## src/rtl/core/pru_pkg.sv

```systemverilog
// Shared types, constants and the factorial table for the permutation rank/unrank block.
package pru_pkg;

    localparam int NIBBLE_W         = 4;
    localparam int VALUES           = 16;
    localparam int PERM_W           = 48;
    localparam int RANK_W           = 29;
    localparam int WORD_W           = 32;
    localparam int MAX_ELEMENTS_DEF = 12;

    localparam logic OP_RANK   = 1'b0;
    localparam logic OP_UNRANK = 1'b1;

    localparam logic [1:0] ST_OK         = 2'd0;
    localparam logic [1:0] ST_NOT_PERM   = 2'd1;
    localparam logic [1:0] ST_RANK_RANGE = 2'd2;

    localparam logic UOP_MAC = 1'b0;
    localparam logic UOP_SUB = 1'b1;

    typedef struct packed {
        logic                uop;
        logic [WORD_W-1:0]   a;
        logic [WORD_W-1:0]   b;
        logic [NIBBLE_W-1:0] digit;
    } unit_req_t;

    typedef struct packed {
        logic [WORD_W-1:0] result;
        logic              ge;
    } unit_rsp_t;

    function automatic logic [WORD_W-1:0] fact(input logic [NIBBLE_W-1:0] idx);
        logic [WORD_W-1:0] f;
        case (idx)
            4'd0:    f = 32'd1;
            4'd1:    f = 32'd1;
            4'd2:    f = 32'd2;
            4'd3:    f = 32'd6;
            4'd4:    f = 32'd24;
            4'd5:    f = 32'd120;
            4'd6:    f = 32'd720;
            4'd7:    f = 32'd5040;
            4'd8:    f = 32'd40320;
            4'd9:    f = 32'd362880;
            4'd10:   f = 32'd3628800;
            4'd11:   f = 32'd39916800;
            4'd12:   f = 32'd479001600;
            default: f = 32'd1;
        endcase
        return f;
    endfunction

endpackage

```

## src/rtl/core/pru_unit.sv

```systemverilog
// Shared arithmetic unit: multiply-accumulate and compare-subtract.
module pru_unit
    import pru_pkg::*;
(
    input  unit_req_t req,
    output unit_rsp_t rsp
);

    logic [WORD_W-1:0] prod;
    logic [WORD_W:0]   diff;

    always_comb
    begin
        prod = req.b * WORD_W'(req.digit);
        diff = {1'b0, req.a} - {1'b0, req.b};
        rsp.ge = ~diff[WORD_W];
        case (req.uop)
            UOP_MAC: rsp.result = req.a + prod;
            default: rsp.result = diff[WORD_W-1:0];
        endcase
    end

endmodule

```

## src/rtl/core/pru_pick.sv

```systemverilog
// Free-value counting: Lehmer digit of an element and the digit-th unused value.
module pru_pick
    import pru_pkg::*;
#(
    parameter int MAX_ELEMENTS = MAX_ELEMENTS_DEF
)
(
    input  logic [VALUES-1:0]   used,
    input  logic [NIBBLE_W-1:0] elem,
    input  logic [NIBBLE_W-1:0] digit,
    output logic [NIBBLE_W-1:0] pick,
    output logic [NIBBLE_W-1:0] rank_digit
);

    logic [NIBBLE_W-1:0] below [VALUES];

    always_comb
    begin
        for (int v = 0; v < VALUES; v++)
        begin
            below[v] = NIBBLE_W'($countones(used & ((VALUES'(1) << v) - VALUES'(1))));
        end
        rank_digit = elem - below[elem];
        pick = '0;
        for (int v = MAX_ELEMENTS - 1; v >= 0; v--)
        begin
            if (!used[v] && ((NIBBLE_W'(v) - below[v]) == digit))
            begin
                pick = NIBBLE_W'(v);
            end
        end
    end

endmodule

```

## src/rtl/core/permutation_rank_unrank.sv

```systemverilog
// Permutation rank/unrank top level: sequencer, working registers and output register.
// One transaction at a time. Ranking (op 0) walks the positions once, one per cycle,
// checking each element and adding its Lehmer digit times the factorial (n-1-pos)! in the
// shared multiply-accumulate unit. Unranking
// (op 1) first checks the rank against n!, then per position takes four
// compare-subtract steps of a restoring division by the factorial weight in the shared
// unit and one step to pick the digit-th unused value.
// A finished result sits in the output register, so the next transaction is taken
// while it waits; a result that meets a still-full output register holds until it drains.
module permutation_rank_unrank
    import pru_pkg::*;
#(
    parameter int MAX_ELEMENTS = MAX_ELEMENTS_DEF
)
(
    input  logic                clk,
    input  logic                rst_n,
    input  logic                in_valid,
    output logic                in_stall,
    input  logic                op,
    input  logic [3:0]          element_count,
    input  logic [PERM_W-1:0]   perm_in,
    input  logic [RANK_W-1:0]   rank_in,
    output logic                out_valid,
    input  logic                out_stall,
    output logic [RANK_W-1:0]   rank_out,
    output logic [PERM_W-1:0]   perm_out,
    output logic [1:0]          status
);

    localparam logic [2:0] S_IDLE  = 3'd0;
    localparam logic [2:0] S_RANK  = 3'd1;
    localparam logic [2:0] S_CHECK = 3'd2;
    localparam logic [2:0] S_DIV   = 3'd3;
    localparam logic [2:0] S_PICK  = 3'd4;
    localparam logic [2:0] S_DONE  = 3'd5;

    logic [2:0]          state_reg, state_next;
    logic                out_valid_reg, out_valid_next;
    logic                op_reg, op_next;
    logic [3:0]          n_reg, n_next;
    logic [PERM_W-1:0]   perm_reg, perm_next;
    logic [WORD_W-1:0]   r_reg, r_next;
    logic [RANK_W-1:0]   acc_reg, acc_next;
    logic [VALUES-1:0]   seen_reg, seen_next;
    logic [3:0]          pos_reg, pos_next;
    logic [1:0]          bit_reg, bit_next;
    logic [3:0]          digit_reg, digit_next;
    logic [1:0]          st_reg, st_next;
    logic [PERM_W-1:0]   pacc_reg, pacc_next;
    logic [RANK_W-1:0]   rank_out_reg, rank_out_next;
    logic [PERM_W-1:0]   perm_out_reg, perm_out_next;
    logic [1:0]          status_reg, status_next;

    logic [3:0]          n_clamped;
    logic [3:0]          elem;
    logic [3:0]          weight_idx;
    logic                last_pos;
    logic [3:0]          pick;
    logic [3:0]          rank_digit;
    unit_req_t           ureq;
    unit_rsp_t           ursp;

    pru_unit u_unit
    (
        .req (ureq),
        .rsp (ursp)
    );

    pru_pick #(
        .MAX_ELEMENTS (MAX_ELEMENTS)
    ) u_pick
    (
        .used       (seen_reg),
        .elem       (elem),
        .digit      (digit_reg),
        .pick       (pick),
        .rank_digit (rank_digit)
    );

    assign in_stall  = (state_reg != S_IDLE);
    assign out_valid = out_valid_reg;
    assign rank_out  = rank_out_reg;
    assign perm_out  = perm_out_reg;
    assign status    = status_reg;

    always_comb
    begin
        if (element_count == 4'd0)
            n_clamped = 4'd1;
        else if (element_count > 4'(MAX_ELEMENTS))
            n_clamped = 4'(MAX_ELEMENTS);
        else
            n_clamped = element_count;
    end

    assign elem       = perm_reg[{pos_reg, 2'b00} +: NIBBLE_W];
    assign weight_idx = n_reg - 4'd1 - pos_reg;
    assign last_pos   = (pos_reg == n_reg - 4'd1);

    always_comb
    begin
        state_next     = state_reg;
        out_valid_next = out_valid_reg;
        op_next        = op_reg;
        n_next         = n_reg;
        perm_next      = perm_reg;
        r_next         = r_reg;
        acc_next       = acc_reg;
        seen_next      = seen_reg;
        pos_next       = pos_reg;
        bit_next       = bit_reg;
        digit_next     = digit_reg;
        st_next        = st_reg;
        pacc_next      = pacc_reg;
        rank_out_next  = rank_out_reg;
        perm_out_next  = perm_out_reg;
        status_next    = status_reg;

        ureq.uop   = UOP_SUB;
        ureq.a     = r_reg;
        ureq.b     = fact(weight_idx) << bit_reg;
        ureq.digit = rank_digit;

        if (out_valid_reg && !out_stall)
            out_valid_next = 1'b0;

        unique case (state_reg)
            S_IDLE:
            begin
                if (in_valid)
                begin
                    op_next    = op;
                    n_next     = n_clamped;
                    perm_next  = perm_in;
                    r_next     = WORD_W'(rank_in);
                    acc_next   = '0;
                    seen_next  = '0;
                    pos_next   = '0;
                    bit_next   = 2'd3;
                    digit_next = '0;
                    st_next    = ST_OK;
                    pacc_next  = '0;
                    state_next = (op == OP_UNRANK) ? S_CHECK : S_RANK;
                end
            end
            S_RANK:
            begin
                ureq.uop = UOP_MAC;
                ureq.a   = WORD_W'(acc_reg);
                ureq.b   = fact(weight_idx);
                acc_next = ursp.result[RANK_W-1:0];
                if (elem >= n_reg || seen_reg[elem])
                    st_next = ST_NOT_PERM;
                seen_next = seen_reg | (VALUES'(1) << elem);
                if (last_pos)
                    state_next = S_DONE;
                else
                    pos_next = pos_reg + 4'd1;
            end
            S_CHECK:
            begin
                ureq.b = fact(n_reg);
                if (ursp.ge)
                begin
                    st_next    = ST_RANK_RANGE;
                    state_next = S_DONE;
                end
                else
                begin
                    state_next = S_DIV;
                end
            end
            S_DIV:
            begin
                if (ursp.ge)
                begin
                    r_next              = ursp.result;
                    digit_next[bit_reg] = 1'b1;
                end
                if (bit_reg == 2'd0)
                    state_next = S_PICK;
                else
                    bit_next = bit_reg - 2'd1;
            end
            S_PICK:
            begin
                seen_next                            = seen_reg | (VALUES'(1) << pick);
                pacc_next[{pos_reg, 2'b00} +: NIBBLE_W] = pick;
                if (last_pos)
                begin
                    state_next = S_DONE;
                end
                else
                begin
                    pos_next   = pos_reg + 4'd1;
                    bit_next   = 2'd3;
                    digit_next = '0;
                    state_next = S_DIV;
                end
            end
            S_DONE:
            begin
                if (!out_valid_reg || !out_stall)
                begin
                    out_valid_next = 1'b1;
                    rank_out_next  = (op_reg == OP_RANK && st_reg == ST_OK) ? acc_reg : '0;
                    perm_out_next  = (op_reg == OP_UNRANK && st_reg == ST_OK) ? pacc_reg : '0;
                    status_next    = st_reg;
                    state_next     = S_IDLE;
                end
            end
            default:
            begin
                state_next = S_IDLE;
            end
        endcase
    end

    always_ff @(posedge clk or negedge rst_n)
    begin
        if (!rst_n)
        begin
            state_reg     <= S_IDLE;
            out_valid_reg <= 1'b0;
        end
        else
        begin
            state_reg     <= state_next;
            out_valid_reg <= out_valid_next;
        end
    end

    always_ff @(posedge clk)
    begin
        op_reg       <= op_next;
        n_reg        <= n_next;
        perm_reg     <= perm_next;
        r_reg        <= r_next;
        acc_reg      <= acc_next;
        seen_reg     <= seen_next;
        pos_reg      <= pos_next;
        bit_reg      <= bit_next;
        digit_reg    <= digit_next;
        st_reg       <= st_next;
        pacc_reg     <= pacc_next;
        rank_out_reg <= rank_out_next;
        perm_out_reg <= perm_out_next;
        status_reg   <= status_next;
    end

endmodule
```

## config.mk

```make
export PLATFORM = sky130hd
export DESIGN_NAME = permutation_rank_unrank
export DESIGN_NICKNAME = d
export VERILOG_FILES = /design/src/rtl/core/pru_pkg.sv /design/src/rtl/core/pru_unit.sv /design/src/rtl/core/pru_pick.sv /design/src/rtl/core/permutation_rank_unrank.sv
export SDC_FILE = /design/constraint.sdc
export NUM_CORES = 1
export LEC_CHECK = 0
export ABC_AREA = 1
export BUFFER_PORTS_ARGS = -buffer_cell sky130_fd_sc_hd__buf_2
export CAP_MARGIN = 15
export CORE_MARGIN = 8
export CORE_UTILIZATION = 55
export DETAILED_ROUTE_END_ITERATION = 8
export MAX_ROUTING_LAYER = met4
export PLACE_DENSITY_LB_ADDON = 0.1
export SLEW_MARGIN = 20
export SYNTH_ARGS = -nofsm -noshare
export SYNTH_HDL_FRONTEND = slang
export SYNTH_SLANG_ARGS = --single-unit
```

## constraint.sdc

```tcl
create_clock -name clk -period 10.3 [get_ports clk]
set_clock_uncertainty 0.15 [all_clocks]
set_input_delay 0 -clock clk [delete_from_list [all_inputs] [get_ports clk]]
set_output_delay 0 -clock clk [all_outputs]
set_load 0.02 [all_outputs]
```

## Word-level counts from Yosys, hierarchy flattened

Memories as Yosys holds them, arrays and structs flattened.
Index checks and enable logic that the tools add are counted.

| storage, ports and cells | value |
|---|---|
| flip-flop bits (word level) | 273 |
| output and inout bits | 81 |
| word-level logic and storage cells | 228 |
| bits in read-only memories | 1344 |
| memories | 3 |

| cells by class | value |
|---|---|
| multiply operators | 1 |
| reduce and logical (&&, ||, !) cells | 58 |
| eq/ne operators | 27 |
| multiplexer cells | 58 |
| add/subtract/negate cells | 47 |
| magnitude comparators | 6 |
| bitwise logic cells | 5 |
| shifts and indexed selects | 6 |

Memory list:

| name | words | width | rd ports | clocked after Yosys merged registers in | write ports | line | source |
|---|---|---|---|---|---|---|---|
| (name not given) | 16 | 28 | 1 | 0 | 0 | pru_pkg.sv:35 | `case (idx)` |
| (name not given) | 16 | 28 | 1 | 0 | 0 | pru_pkg.sv:35 |  |
| (name not given) | 16 | 28 | 1 | 0 | 0 | pru_pkg.sv:35 |  |

Operators with widths:

| kind | count |
|---|---|
| $pmux 32 s2 | 2 |
| $mux 32 | 3 |
| $pmux 48 s2 | 1 |
| $mux 4 | 19 |
| $pmux 29 s2 | 1 |
| $bwmux 48 | 1 |
| $eq 4x4->1 | 12 |
| $mux 48 | 1 |
| $pmux 16 s3 | 1 |
| $shift 4x8->48 const A | 1 |
| $shiftx 4x8->48 | 1 |
| $shiftx 48x7->4 | 1 |
| $add 4x4->4 | 10 |
| $mux 33 | 1 |
| $sub 32x32->33 | 1 |
| $add 32x32->32 | 1 |
| $mul 32x4->32 | 1 |
| $or 16x16->16 | 2 |
| $shl 1x4->16 const A | 2 |
| $shl 32x2->32 | 1 |
| $mux 29 | 1 |
| $add 4x1->4 | 6 |
| $ne 2x2->1 const B | 10 |
| $mux 3 | 6 |
| 48 further kinds | 122 |

## Logic depth before layout (Yosys ltp)

Gate-level depths: netlist (run 1).

| depth | value |
|---|---|
| word-level depth | 22 |
| gate-level depth with buffers | 52 |
| gate-level depth less buffers | 51 |

## Modules after synthesis

Synthesis (run 1) repeated with hierarchy kept, for this count alone.

| unflattened totals | value |
|---|---|
| cells, all modules | 3341 |
| area total of the unflattened synthesis | 24613.6 um^2 |

By module, submodules not included:

| module | area each (um^2) | cells an instance | times used |
|---|---|---|---|
| permutation_rank_unrank | 13515.5 | 1384 | 1 |
| pru_unit | 8411.8 | 1573 | 1 |
| pru_pick | 2686.3 | 384 | 1 |

## Worst setup path after synthesis (run 1)

OpenSTA, ideal clock, no wires.

| path | value |
|---|---|
| kind | reg-to-reg |
| start | register seen_reg[0] |
| end | register acc_reg[27] (data pin) |
| setup time | 0.146 ns |
| period minus slack after synthesis | 8.996 ns |
| cell stages (with the launch flop) | 50 |
| arrival time | 8.700 ns |
| required time | 10.004 ns |
| setup slack | 1.304 ns |
| cells stage by stage | edfxtp_1 -> inv_1 -> ha_1 -> inv_1 -> fa_1 -> inv_1 -> ha_1 -> inv_1 -> fa_1 -> nand2_2 -> nand2_4 -> buf_12 -> fa_1 -> fa_1 -> nand2_1 -> nand3_1 -> nand2_1 -> o22ai_1 -> [14 not listed] -> inv_1 -> o21ai_1 -> inv_1 -> o21ai_1 -> inv_1 -> o21ai_1 -> nand3_1 -> nand2_1 -> nand4_1 -> o211ai_1 -> nand2_1 -> nand2_1 -> nand3_1 -> nand3_1 -> nand2_1 -> nand2_1 -> o21ai_0 -> a21oi_1 |

| between the ends | value |
|---|---|
| longest elaborated chain between the ends | 12 |
| elaborated cells between the ends (all ways) | 22 |

Ends and longest elaborated chain:

| what | line | source |
|---|---|---|
| from (decl) | permutation_rank_unrank.sv:45 | `logic [VALUES-1:0] seen_reg, seen_next;` |
| from (signal assigned) | permutation_rank_unrank.sv:241 | `seen_reg <= seen_next;` |
| $add 1x1->2 | pru_pick.sv:21 | `below[v] = NIBBLE_W'($countones(used & ((VALUES'(1) << v) - VALUES'(1))));` |
| $add 2x2->3 | pru_pick.sv:21 |  |
| $add 4x4->4 | pru_pick.sv:21 |  |
| $add 4x4->4 or $add 4x1->4 (tied branches) | pru_pick.sv:21 |  |
| $bmux 4 s4 * | pru_pick.sv:23 | `rank_digit = elem - below[elem];` |
| $mux 4 (implied by the code) * (2 in a row) | pru_pick.sv:23 |  |
| $sub 4x4->4 * | pru_pick.sv:23 |  |
| $mul 32x4->32 * | pru_unit.sv:14 | `prod = req.b * WORD_W'(req.digit);` |
| $add 32x32->32 * | pru_unit.sv:18 | `UOP_MAC: rsp.result = req.a + prod;` |
| $mux 32 * | pru_unit.sv:17 | `case (req.uop)` |
| $pmux 29 s2 * | permutation_rank_unrank.sv:128 | `unique case (state_reg)` |
| to (signal assigned) | permutation_rank_unrank.sv:240 | `acc_reg <= acc_next;` |
| to (decl) | permutation_rank_unrank.sv:44 | `logic [RANK_W-1:0] acc_reg, acc_next;` |

Every way passes the cells marked *; elsewhere a longest branch is shown, timed or not. The select of a mux whose other input is x is not followed.
A chain may end at the register's enable or synchronous reset.

## Worst setup path after layout (run 1)

| path | value |
|---|---|
| start | register seen_reg[0] |
| end | register acc_reg[28] (data pin) |

Same word-level chain as after synthesis.

==> run_results.csv, run 1 <==
group,metric,value,unit
setup_path,cp.arrival,9.90,ns
die,start_util,55.6,%
logic_synthesis,synth_top_area_share,37.7,%
setup_path,cp-end-kind,"register",
final_layout,drive_gt1_share,12.8,%
detailed_routing,wirelength,63300,um
timing,finalCritPeriodShare,93.2,%
flow_run,maxCapViolCount,0,
die,core,0.0386,mm^2
timing,drv_slew,0,
placed_design,pre_cts_ws,0.422,ns
setup_path,worstSetupPathType,"reg -> reg",
logic_synthesis,synth_area_leaders,"edfxtp_1, fa_1, ha_1",
final_layout,syn_to_final_growth,17.0,%
global_routing,grt_pass1_wl,101000,um
die,dieArea,0.0456,mm^2
cts,cts_tree,"done",
detailed_routing,drt_pass1_iterations,8,
die,die_h,213,um
detailed_routing,drtIter0Drc,1526,
worst_hold_path,hold_class,"in -> reg",
setup_path,cp_common_cell,"nand2_1",
global_routing,grt-ovfl-total,0,
timing,period_minus_slack,9.60,ns
timing,final-hold-violation-count,0,
global_routing,grt_max_degree,80,
cts,cts.sinks,273,
logic_synthesis,post-synth-top-area-cell,"edfxtp_1",
logic_synthesis,synth_edf_count,269,
logic_synthesis,yosysWarnings,0,
timing,rsz0062_at_grt,"no",
setup_path,path_buf_inv,8,
final_layout,fillers,3268,
logic_synthesis,yosysSeqAreaShare,38.1,%
placed_design,gp_routability_congestion,0.956,
placed_design,dp_hpwl,45000,um
logic_synthesis,synth_cell_types,67,
detailed_routing,vias,18602,
global_routing,first_global_vias,18914,
placed_design,port_buffers,166,
setup_path,crit_required,10.60,ns
timing,tns,0,ns
global_routing,grt_antenna_before_repair,2,
logic_synthesis,ys_ff_latch,273,
detailed_routing,post-route-drc-count,0,
cts,ctsLongestPathBuffers,3,
logic_synthesis,syn-instance-count,2500,
status,status,"completed",
detailed_routing,post_drt_via_cell_ratio,5.61,
logic_synthesis,syn_nets,2818,
setup_path,worst_setup_path_start_kind,"register",
cts,htreeDepth,1,
global_routing,track_usage,28.7,%
setup_path,cp_top_family,"adder cells",
logic_synthesis,netlist_area,0.0214,mm^2
final_layout,nets,3091,
cts,numCtsBuffers,30,
logic_synthesis,synth_flop_cell,"edfxtp_1",
logic_synthesis,synthArstFlopShare,1.47,%
die,row_count,72,
logic_synthesis,yosysMostFrequentCell,"inv_1",
die,io-pin-count,167,
detailed_routing,drt-wirelength-per-cell,19.1,um
timing,timing.fmax,104,MHz
cts,clk_latency,0.60,ns
timing,worst_pin_slew,0.965,ns
cts,path_clk_slew,0.06,ns
cts,root_buffer,"clkbuf_16",
setup_path,cp_max_fo,22,
timing,max-slew-margin-rel,35.1,%
timing,worst_slack,0.699,ns
detailed_routing,ant_nets,0,
setup_path,max_stage_delay,0.56,ns
timing,setup_viol,0,
setup_path,critical-path-slowest-cell,"fa_1",
die,die_w,213,um
logic_synthesis,avgSynthCellArea,8.58,um^2
logic_synthesis,synth_common_cells,"inv_1, nor2_1, nand2_1",
==> path summary, 6_finish.rpt <==
check | from | to | slack [ns] | depth (start not counted)
min in group asynchronous | rst_n | state_reg[2]$_DFFE_PN0P_ | 0.22 | 3
min | perm_in[43] | perm_reg[43]$_DFFE_PP_ | 0.02 | 2
max | seen_reg[0]$_SDFFCE_PP0P_ | acc_reg[28]$_SDFFCE_PN0P_ | 0.70 | 44
max in group asynchronous | rst_n | state_reg[1]$_DFFE_PN0P_ | 9.59 | 3
min reg2reg | st_reg[1]$_DFFE_PP_ | status[1]$_DFFE_PP_ | 0.32 | 0
max reg2reg | seen_reg[0]$_SDFFCE_PP0P_ | acc_reg[28]$_SDFFCE_PN0P_ | 0.70 | 44
==> cell usage in the layout, fill, tap and decap left out, drive strengths merged, types with 2 or more instances in the layout <==
| cell type | Yosys | routed |
|---|---|---|
| buf | 32 | 198 |
| xnor2 | 21 | 21 |
| edfxtp | 269 | 269 |
| a221o | 4 | 4 |
| dlygate4sd3 | 0 | 130 |
| nor3 | 19 | 19 |
| o21a | 15 | 15 |
| or2 | 38 | 38 |
| a31oi | 18 | 18 |
| a211oi | 3 | 3 |
| bufinv | 0 | 2 |
| o211a | 2 | 2 |
| a21oi | 209 | 209 |
| diode | 0 | 2 |
| o22ai | 15 | 15 |
| nor4 | 3 | 3 |
| o211ai | 22 | 22 |
| dfrtp | 4 | 4 |
| and2 | 2 | 2 |
| xor2 | 37 | 37 |
| o2111ai | 3 | 3 |
| clkinv | 5 | 20 |
| o21ai | 230 | 230 |
| fa | 103 | 103 |
| clkbuf | 55 | 36 |
| nor2 | 328 | 328 |
| inv | 439 | 441 |
| a21boi | 6 | 6 |
| a21o | 2 | 2 |
| o21bai | 5 | 5 |
| o31ai | 3 | 3 |
| nand4 | 31 | 31 |
| o311ai | 2 | 2 |
| mux2i | 12 | 12 |
| nand2 | 324 | 324 |
| o221ai | 22 | 22 |
| ha | 129 | 129 |
| nand3b | 4 | 4 |
| a22oi | 2 | 2 |
| nand3 | 74 | 74 |
==> layout make-up <==
cell class / instances / area [um^2] / share of cell area, %
flip-flops and latches: 273 / 8180 / 32.6
repair buffers: 328 / 2380 / 9.47
multi-input cells: 1696 / 11300 / 44.9
inverters: 444 / 1670 / 6.64
well taps: 518 / 648 / 2.58
clock inverters: 20 / 174 / 0.693
diodes: 2 / 5.00 / 0.0199
clock buffers: 36 / 773 / 3.08
==> timing repair <==
item | CTS | global route
resized for setup | 0 | 8
hold endpoints to repair | 92 | 0
endpoints found under the setup margin | 0 | 8
buffers inserted | 0 | 3
hold buffers | 130 | 0
==> stage by stage <==
stage          cell area [um^2]  hold slack, ns  cells  util, %
3_5_place_dp              22800          -0.329   3126     59.1
4_1_cts                   25000        0.000424   3312     64.9
6_report                  25100          0.0202   3317     65.1
2_1_floorplan             21400          -0.446   2500        -
3_3_place_gp              22800          -0.332   3126     59.1
5_1_grt                   25100         0.00325   3317     65.1
==> metal layers <==
layer | GRT usage, % | part of all wire [%] | vias to the layer above
met2 | 48.6 | 49 | 641
met4 | 8.34 | 2.7 | 0
li1 | - | - | 8866
met3 | 2.97 | 6.3 | 123
met1 | 36.5 | 42 | 8972
met5 | - | 0 | -
==> cell families (layout without fill, tap and decap cells) <==
| kind of cell | after synthesis | count (layout) | synth area share, % |
|---|---|---|---|
| other cells | 0 | 2 | 0 |
| compound gates | 569 | 569 | 15.3 |
| flops | 273 | 273 | 38.1 |
| xor+xnor | 59 | 59 | 2.54 |
| fa+ha+maj | 232 | 232 | 17.1 |
| mux | 12 | 12 | 0.560 |
| buf+inv | 531 | 828 | 9.63 |
| simple gates | 824 | 824 | 16.7 |
==> worst register-to-register path: cells and delay by family (launching register included) <==
kind,cells,cell delay (ns)
AO/OA/AOI/OAI,9,1.42
adder cells (fa/ha/maj),11,4.79
buffers and inverters,8,0.92
flip-flops,1,0.41
AND/OR/NAND/NOR,16,1.79
Power of run 1 is not shown: default switching activity piles up to over one toggle a cycle in this logic, so the estimate is an artifact.
==> run 2, diff against run 1 <==
==> constraint.sdc (replaced) <==
create_clock -name clk -period 10.19 [get_ports clk]
set_clock_uncertainty 0.15 [all_clocks]
set_input_delay 0 -clock clk [delete_from_list [all_inputs] [get_ports clk]]
set_output_delay 0 -clock clk [all_outputs]
set_load 0.02 [all_outputs]
==> run 2 against run 1 <==
Worst hold slack improved by 0.015 ns. First-iteration DRC count decreased by 3.3%. Critical endpoint unchanged. Routed wire length decreased by 0.85%. Maximum frequency increased by 0.29%. Via count shrank 0.65%. Design area increased by 0.96%. Final cell count is 0.18% higher. Non-clock buffer count rose by 5. Register-to-register slack worse by 0.08 ns. Sequential share of layout area decreased by 0.31 points.
==> run_results.csv, run 2 (synthesized netlist as in run 1, its figures left out) <==
group,metric,value,unit
status,status,"completed",
timing,setup_viol,0,
die,start_util,55.6,%
global_routing,met2_usage,46.9,%
die,die_h,213,um
global_routing,first_global_vias,18754,
timing,tns,0,ns
setup_path,cp-end-kind,"register",
die,die_w,213,um
timing,drv_slew,0,
global_routing,grt-ovfl-total,0,
die,dieArea,0.0456,mm^2
detailed_routing,vias,18482,
detailed_routing,drtIter0Drc,1476,
timing,timing.fmax,104,MHz
final_layout,mostFrequentLayoutCell,"inv_1",
setup_path,r2r-end,"acc_reg[28]$_SDFFCE_PN0P_",
timing,final-hold-violation-count,0,
placed_design,gp_routability_congestion,0.954,
global_routing,grt_use_met3,4.41,%
detailed_routing,post-route-drc-count,0,
setup_path,r2r_start,"seen_reg[0]$_SDFFCE_PP0P_",
timing,finalCritPeriodShare,93.9,%
setup_path,cp.arrival,9.85,ns
global_routing,top_usage_layer,"met2",
flow_run,maxCapViolCount,0,
timing,worst_pin_slew,1.01,ns
worst_hold_path,hold-path-endpoint,"n_reg[2]$_SDFFCE_PN0P_",
cts,root_buffer,"clkbuf_16",
setup_path,cp_max_fo,7,
cts,htreeDepth,1,
setup_path,cp_top_family,"adder cells",
cts,numCtsBuffers,31,
setup_path,worstSetupPathType,"reg -> reg",
worst_hold_path,hp-start,"element_count[2]",
cts,ctsLongestPathBuffers,3,
die,core,0.0386,mm^2
worst_hold_path,hold_class,"in -> reg",
cts,path_clk_slew,0.06,ns
final_layout,final_area,0.0253,mm^2
placed_design,dp_hpwl,44700,um
setup_path,path_buf_inv,9,
detailed_routing,drt_pass1_iterations,5,
global_routing,grt_max_degree,80,
setup_path,reg2regPathDepth,47,
worst_hold_path,hold_depth,2,
setup_path,crit_required,10.47,ns
setup_path,critical-path-slowest-cell,"fa_1",
timing,period_minus_slack,9.57,ns
final_layout,syn_to_final_growth,18.1,%
cts,cts.sinks,273,
final_layout,nets,3097,
global_routing,grt_use_met1,35.7,%
detailed_routing,wirelength,62800,um
cts,cts_tree,"done",
placed_design,port_buffers,166,
global_routing,grt_antenna_before_repair,2,
die,row_count,72,
final_layout,layout_common_cells,"inv_1, nor2_1, nand2_1, edfxtp_1, a21oi_1",
timing,max-slew-margin-rel,32.2,%
detailed_routing,drt-wirelength-per-cell,18.9,um
setup_path,worst_setup_path_start_kind,"register",
cts,clk_latency,0.60,ns
placed_design,dpl_cell_area,0.0228,mm^2
detailed_routing,ant_nets,0,
detailed_routing,post_drt_via_cell_ratio,5.56,
die,io-pin-count,167,
global_routing,track_usage,28.4,%
setup_path,reg2reg_slack,0.62,ns
final_layout,drive_gt1_share,12.8,%
global_routing,grt_pass1_wl,99700,um
setup_path,max_stage_delay,0.55,ns
==> run 2: per-layer routing <==
metal	wire length [um]	vias up
met5	0	-
met4	2080	0
met3	4610	135
met2	30000	692
met1	26100	8772
li1	-	8883
==> run 2: how the worst max path moves through the flow <==
stage / start / to / slack, ns / cells after the start
2_1_floorplan: seen_reg[0]$_SDFFCE_PP0P_ / acc_reg[27]$_SDFFCE_PN0P_ / 1.19 / 49
3_3_place_gp: seen_reg[0]$_SDFFCE_PP0P_ / acc_reg[27]$_SDFFCE_PN0P_ / 0.53 / 50
3_5_place_dp: seen_reg[0]$_SDFFCE_PP0P_ / acc_reg[27]$_SDFFCE_PN0P_ / 0.37 / 50
4_1_cts: seen_reg[0]$_SDFFCE_PP0P_ / acc_reg[27]$_SDFFCE_PN0P_ / 0.34 / 50
5_1_grt: seen_reg[0]$_SDFFCE_PP0P_ / acc_reg[27]$_SDFFCE_PN0P_ / -0.01 / 47
6_report: seen_reg[0]$_SDFFCE_PP0P_ / acc_reg[28]$_SDFFCE_PN0P_ / 0.62 / 47
==> run 2: final cells by class <==
class / count / area, um^2
flip-flops and latches: 273 / 8180
well taps: 518 / 648
repair buffers: 333 / 2440
multi-input cells: 1696 / 11300
fillers: 3256 / 13200
clock buffers: 33 / 783
inverters: 444 / 1670
diodes: 2 / 5.00
clock inverters: 24 / 337
==> run 2: worst register-to-register path, delay by kind of cell (launching register included) <==
| kind | cells | cell delay [ns] |
|---|---|---|
| flip-flops | 1 | 0.41 |
| AND/OR/NAND/NOR | 15 | 1.69 |
| buffers and inverters | 9 | 0.81 |
| adder cells (fa/ha/maj) | 11 | 4.70 |
| AO/OA/AOI/OAI | 12 | 1.64 |
==> run 2: repair_timing <==
action	CTS	global route
setup buffers	0	2
setup endpoints to repair	0	9
hold endpoints to repair	92	0
gates resized for setup	0	8
hold buffers	135	0
==> run 2: per-stage QoR <==
stage	util [%]	hold slack (ns)	worst slack [ns]	std cells
detailed placement	59.1	-0.323	0.371	3126
finish	65.7	0.0348	0.617	3323
global placement	59.1	-0.326	0.525	3126
CTS	65.5	0.0132	0.341	3318
floorplan	-	-0.446	1.19	2500
global route	65.7	0.0360	-0.0126	3323
Power of run 2 is left out for the same reason.
==> run 3, diff against run 2 <==
==> constraint.sdc (replaced) <==
create_clock -name clk -period 11.1 [get_ports clk]
set_clock_uncertainty 0.15 [all_clocks]
set_input_delay 0 -clock clk [delete_from_list [all_inputs] [get_ports clk]]
set_output_delay 0 -clock clk [all_outputs]
set_load 0.02 [all_outputs]
==> run 3 against run 2 <==
Worst hold slack worse by 0.013 ns. Via count is 0.50% lower. Count of clock-buffer cells in the layout is 1 higher. Critical path type unchanged. Critical endpoint is now acc_reg[27]$_SDFFCE_PN0P_.
==> run_results.csv, run 3 (synthesized netlist as in run 1, its figures left out) <==
group,metric,value,unit
status,status,"completed",
placed_design,dpl_cell_area,0.0227,mm^2
cts,ctsLongestPathBuffers,3,
global_routing,grt_max_degree,80,
timing,tns,0,ns
setup_path,r2r-end,"acc_reg[27]$_SDFFCE_PN0P_",
final_layout,instances_no_fill,3304,
setup_path,reg2reg_slack,0.89,ns
final_layout,drive_gt1_share,12.1,%
global_routing,first_global_vias,18200,
worst_hold_path,hold_class,"in -> reg",
setup_path,reg2regPathDepth,48,
detailed_routing,drt-wirelength-per-cell,18.1,um
timing,worst_pin_slew,1.04,ns
final_layout,final_area,0.0252,mm^2
die,io-pin-count,167,
setup_path,startpoint,"seen_reg[0]$_SDFFCE_PP0P_",
die,row_count,72,
timing,drv_slew,0,
die,dieArea,0.0456,mm^2
detailed_routing,drt_pass1_iterations,5,
setup_path,crit_required,11.37,ns
timing,setup_viol,0,
setup_path,cp.arrival,10.49,ns
final_layout,layout_common_cells,"inv_1, nor2_1, nand2_1, edfxtp_1, a21oi_1",
die,start_util,55.6,%
cts,htreeDepth,1,
detailed_routing,vias,18390,
final_layout,final_core_util,65.3,%
global_routing,grt-ovfl-total,0,
final_layout,fillers,3322,
placed_design,gp_routability_congestion,0.979,
cts,clk_latency,0.58,ns
detailed_routing,ant_nets,0,
timing,rsz0062_at_grt,"no",
setup_path,cp-endpoint,"acc_reg[27]$_SDFFCE_PN0P_",
setup_path,critical-path-slowest-cell,"fa_1",
timing,final-hold-violation-count,0,
global_routing,track_usage,27.0,%
timing,period_minus_slack,10.21,ns
final_layout,syn_to_final_growth,17.3,%
flow_run,maxCapViolCount,0,
detailed_routing,post-route-drc-count,0,
placed_design,dp_hpwl,42600,um
die,die_h,213,um
detailed_routing,wirelength,59800,um
worst_hold_path,hold_depth,2,
setup_path,r2r_start,"seen_reg[0]$_SDFFCE_PP0P_",
setup_path,max_stage_delay,0.55,ns
setup_path,cp_max_fo,25,
global_routing,grt_pass1_wl,96000,um
cts,root_buffer,"clkbuf_16",
cts,numCtsBuffers,30,
die,core,0.0386,mm^2
setup_path,worst_setup_path_start_kind,"register",
global_routing,grt_antenna_before_repair,2,
die,die_w,213,um
setup_path,worstSetupPathType,"reg -> reg",
setup_path,cp-end-kind,"register",
timing,timing.fmax,97.9,MHz
timing,max-slew-margin-rel,30.5,%
setup_path,cp_common_cell,"inv_1",
placed_design,numPlacedInstances,3117,
final_layout,mostFrequentLayoutCell,"inv_1",
cts,cts.sinks,273,
final_layout,nets,3080,
cts,cts_tree,"done",
cts,path_clk_slew,0.06,ns
timing,finalCritPeriodShare,92.0,%
detailed_routing,post_drt_via_cell_ratio,5.57,
detailed_routing,drtIter0Drc,1504,
placed_design,port_buffers,166,
-- run 3: changes by cell type in the layout (fill, tap and decap cells not counted), sizes merged --
cell	previous run	this run
clkinvlp	3	2
bufinv	7	9
buf	198	187
diode	2	1
dlygate4sd3	135	130
clkbuf	33	34
inv	444	440
-- run 3: worst min-delay path by stage --
stage	start	end	slack, ns
floorplan	rst_n	out_valid$_DFF_PN0_	-0.45
global placement	rst_n	out_valid$_DFF_PN0_	-0.32
detailed placement	rst_n	out_valid$_DFF_PN0_	-0.33
CTS	perm_in[14]	perm_reg[14]$_DFFE_PP_	0.0006
global route	perm_in[44]	perm_reg[44]$_DFFE_PP_	0.001
finish	perm_in[44]	perm_reg[44]$_DFFE_PP_	0.02
-- run 3: layout make-up --
cell class	count	area [um^2]	share of cell area (%)
flip-flops and latches	273	8180	32.5
multi-input cells	1696	11200	44.7
inverters	444	1670	6.62
diodes	1	2.50	0.00994
well taps	518	648	2.58
clock buffers	34	766	3.04
repair buffers	317	2310	9.16
clock inverters	21	349	1.39
-- run 3: critical path: cells and delay by family, from the launching register on --
| family | cells | cell delay [ns] |
|---|---|---|
| buf+inv | 10 | 0.99 |
| compound gates | 10 | 1.60 |
| simple gates | 17 | 2.05 |
| fa+ha+maj | 11 | 4.76 |
| flops | 1 | 0.46 |
-- run 3: metal layers --
metal / GRT usage (%) / part of all wire (%)
met5: - / 0
met4: 6.50 / 2.3
met3: 3.22 / 6.7
met2: 45.2 / 48
met1: 35.0 / 43
-- run 3: what timing repair did --
action | CTS | global route
gates resized for setup | 0 | 1
hold buffers | 130 | 0
hold endpoints to repair | 92 | 0
endpoints found under the setup margin | 0 | 2
setup buffers | 0 | 0
-- run 3: metrics by stage --
| stage | hold slack (ns) | setup WS, ns |
|---|---|---|
| CTS | 0.000637 | 0.757 |
| detailed placement | -0.325 | 0.784 |
| finish | 0.0215 | 0.887 |
| global placement | -0.324 | 1.05 |
| global route | 0.00146 | 0.118 |
| floorplan | -0.446 | 2.10 |
Power of run 3 is left out for the same reason.
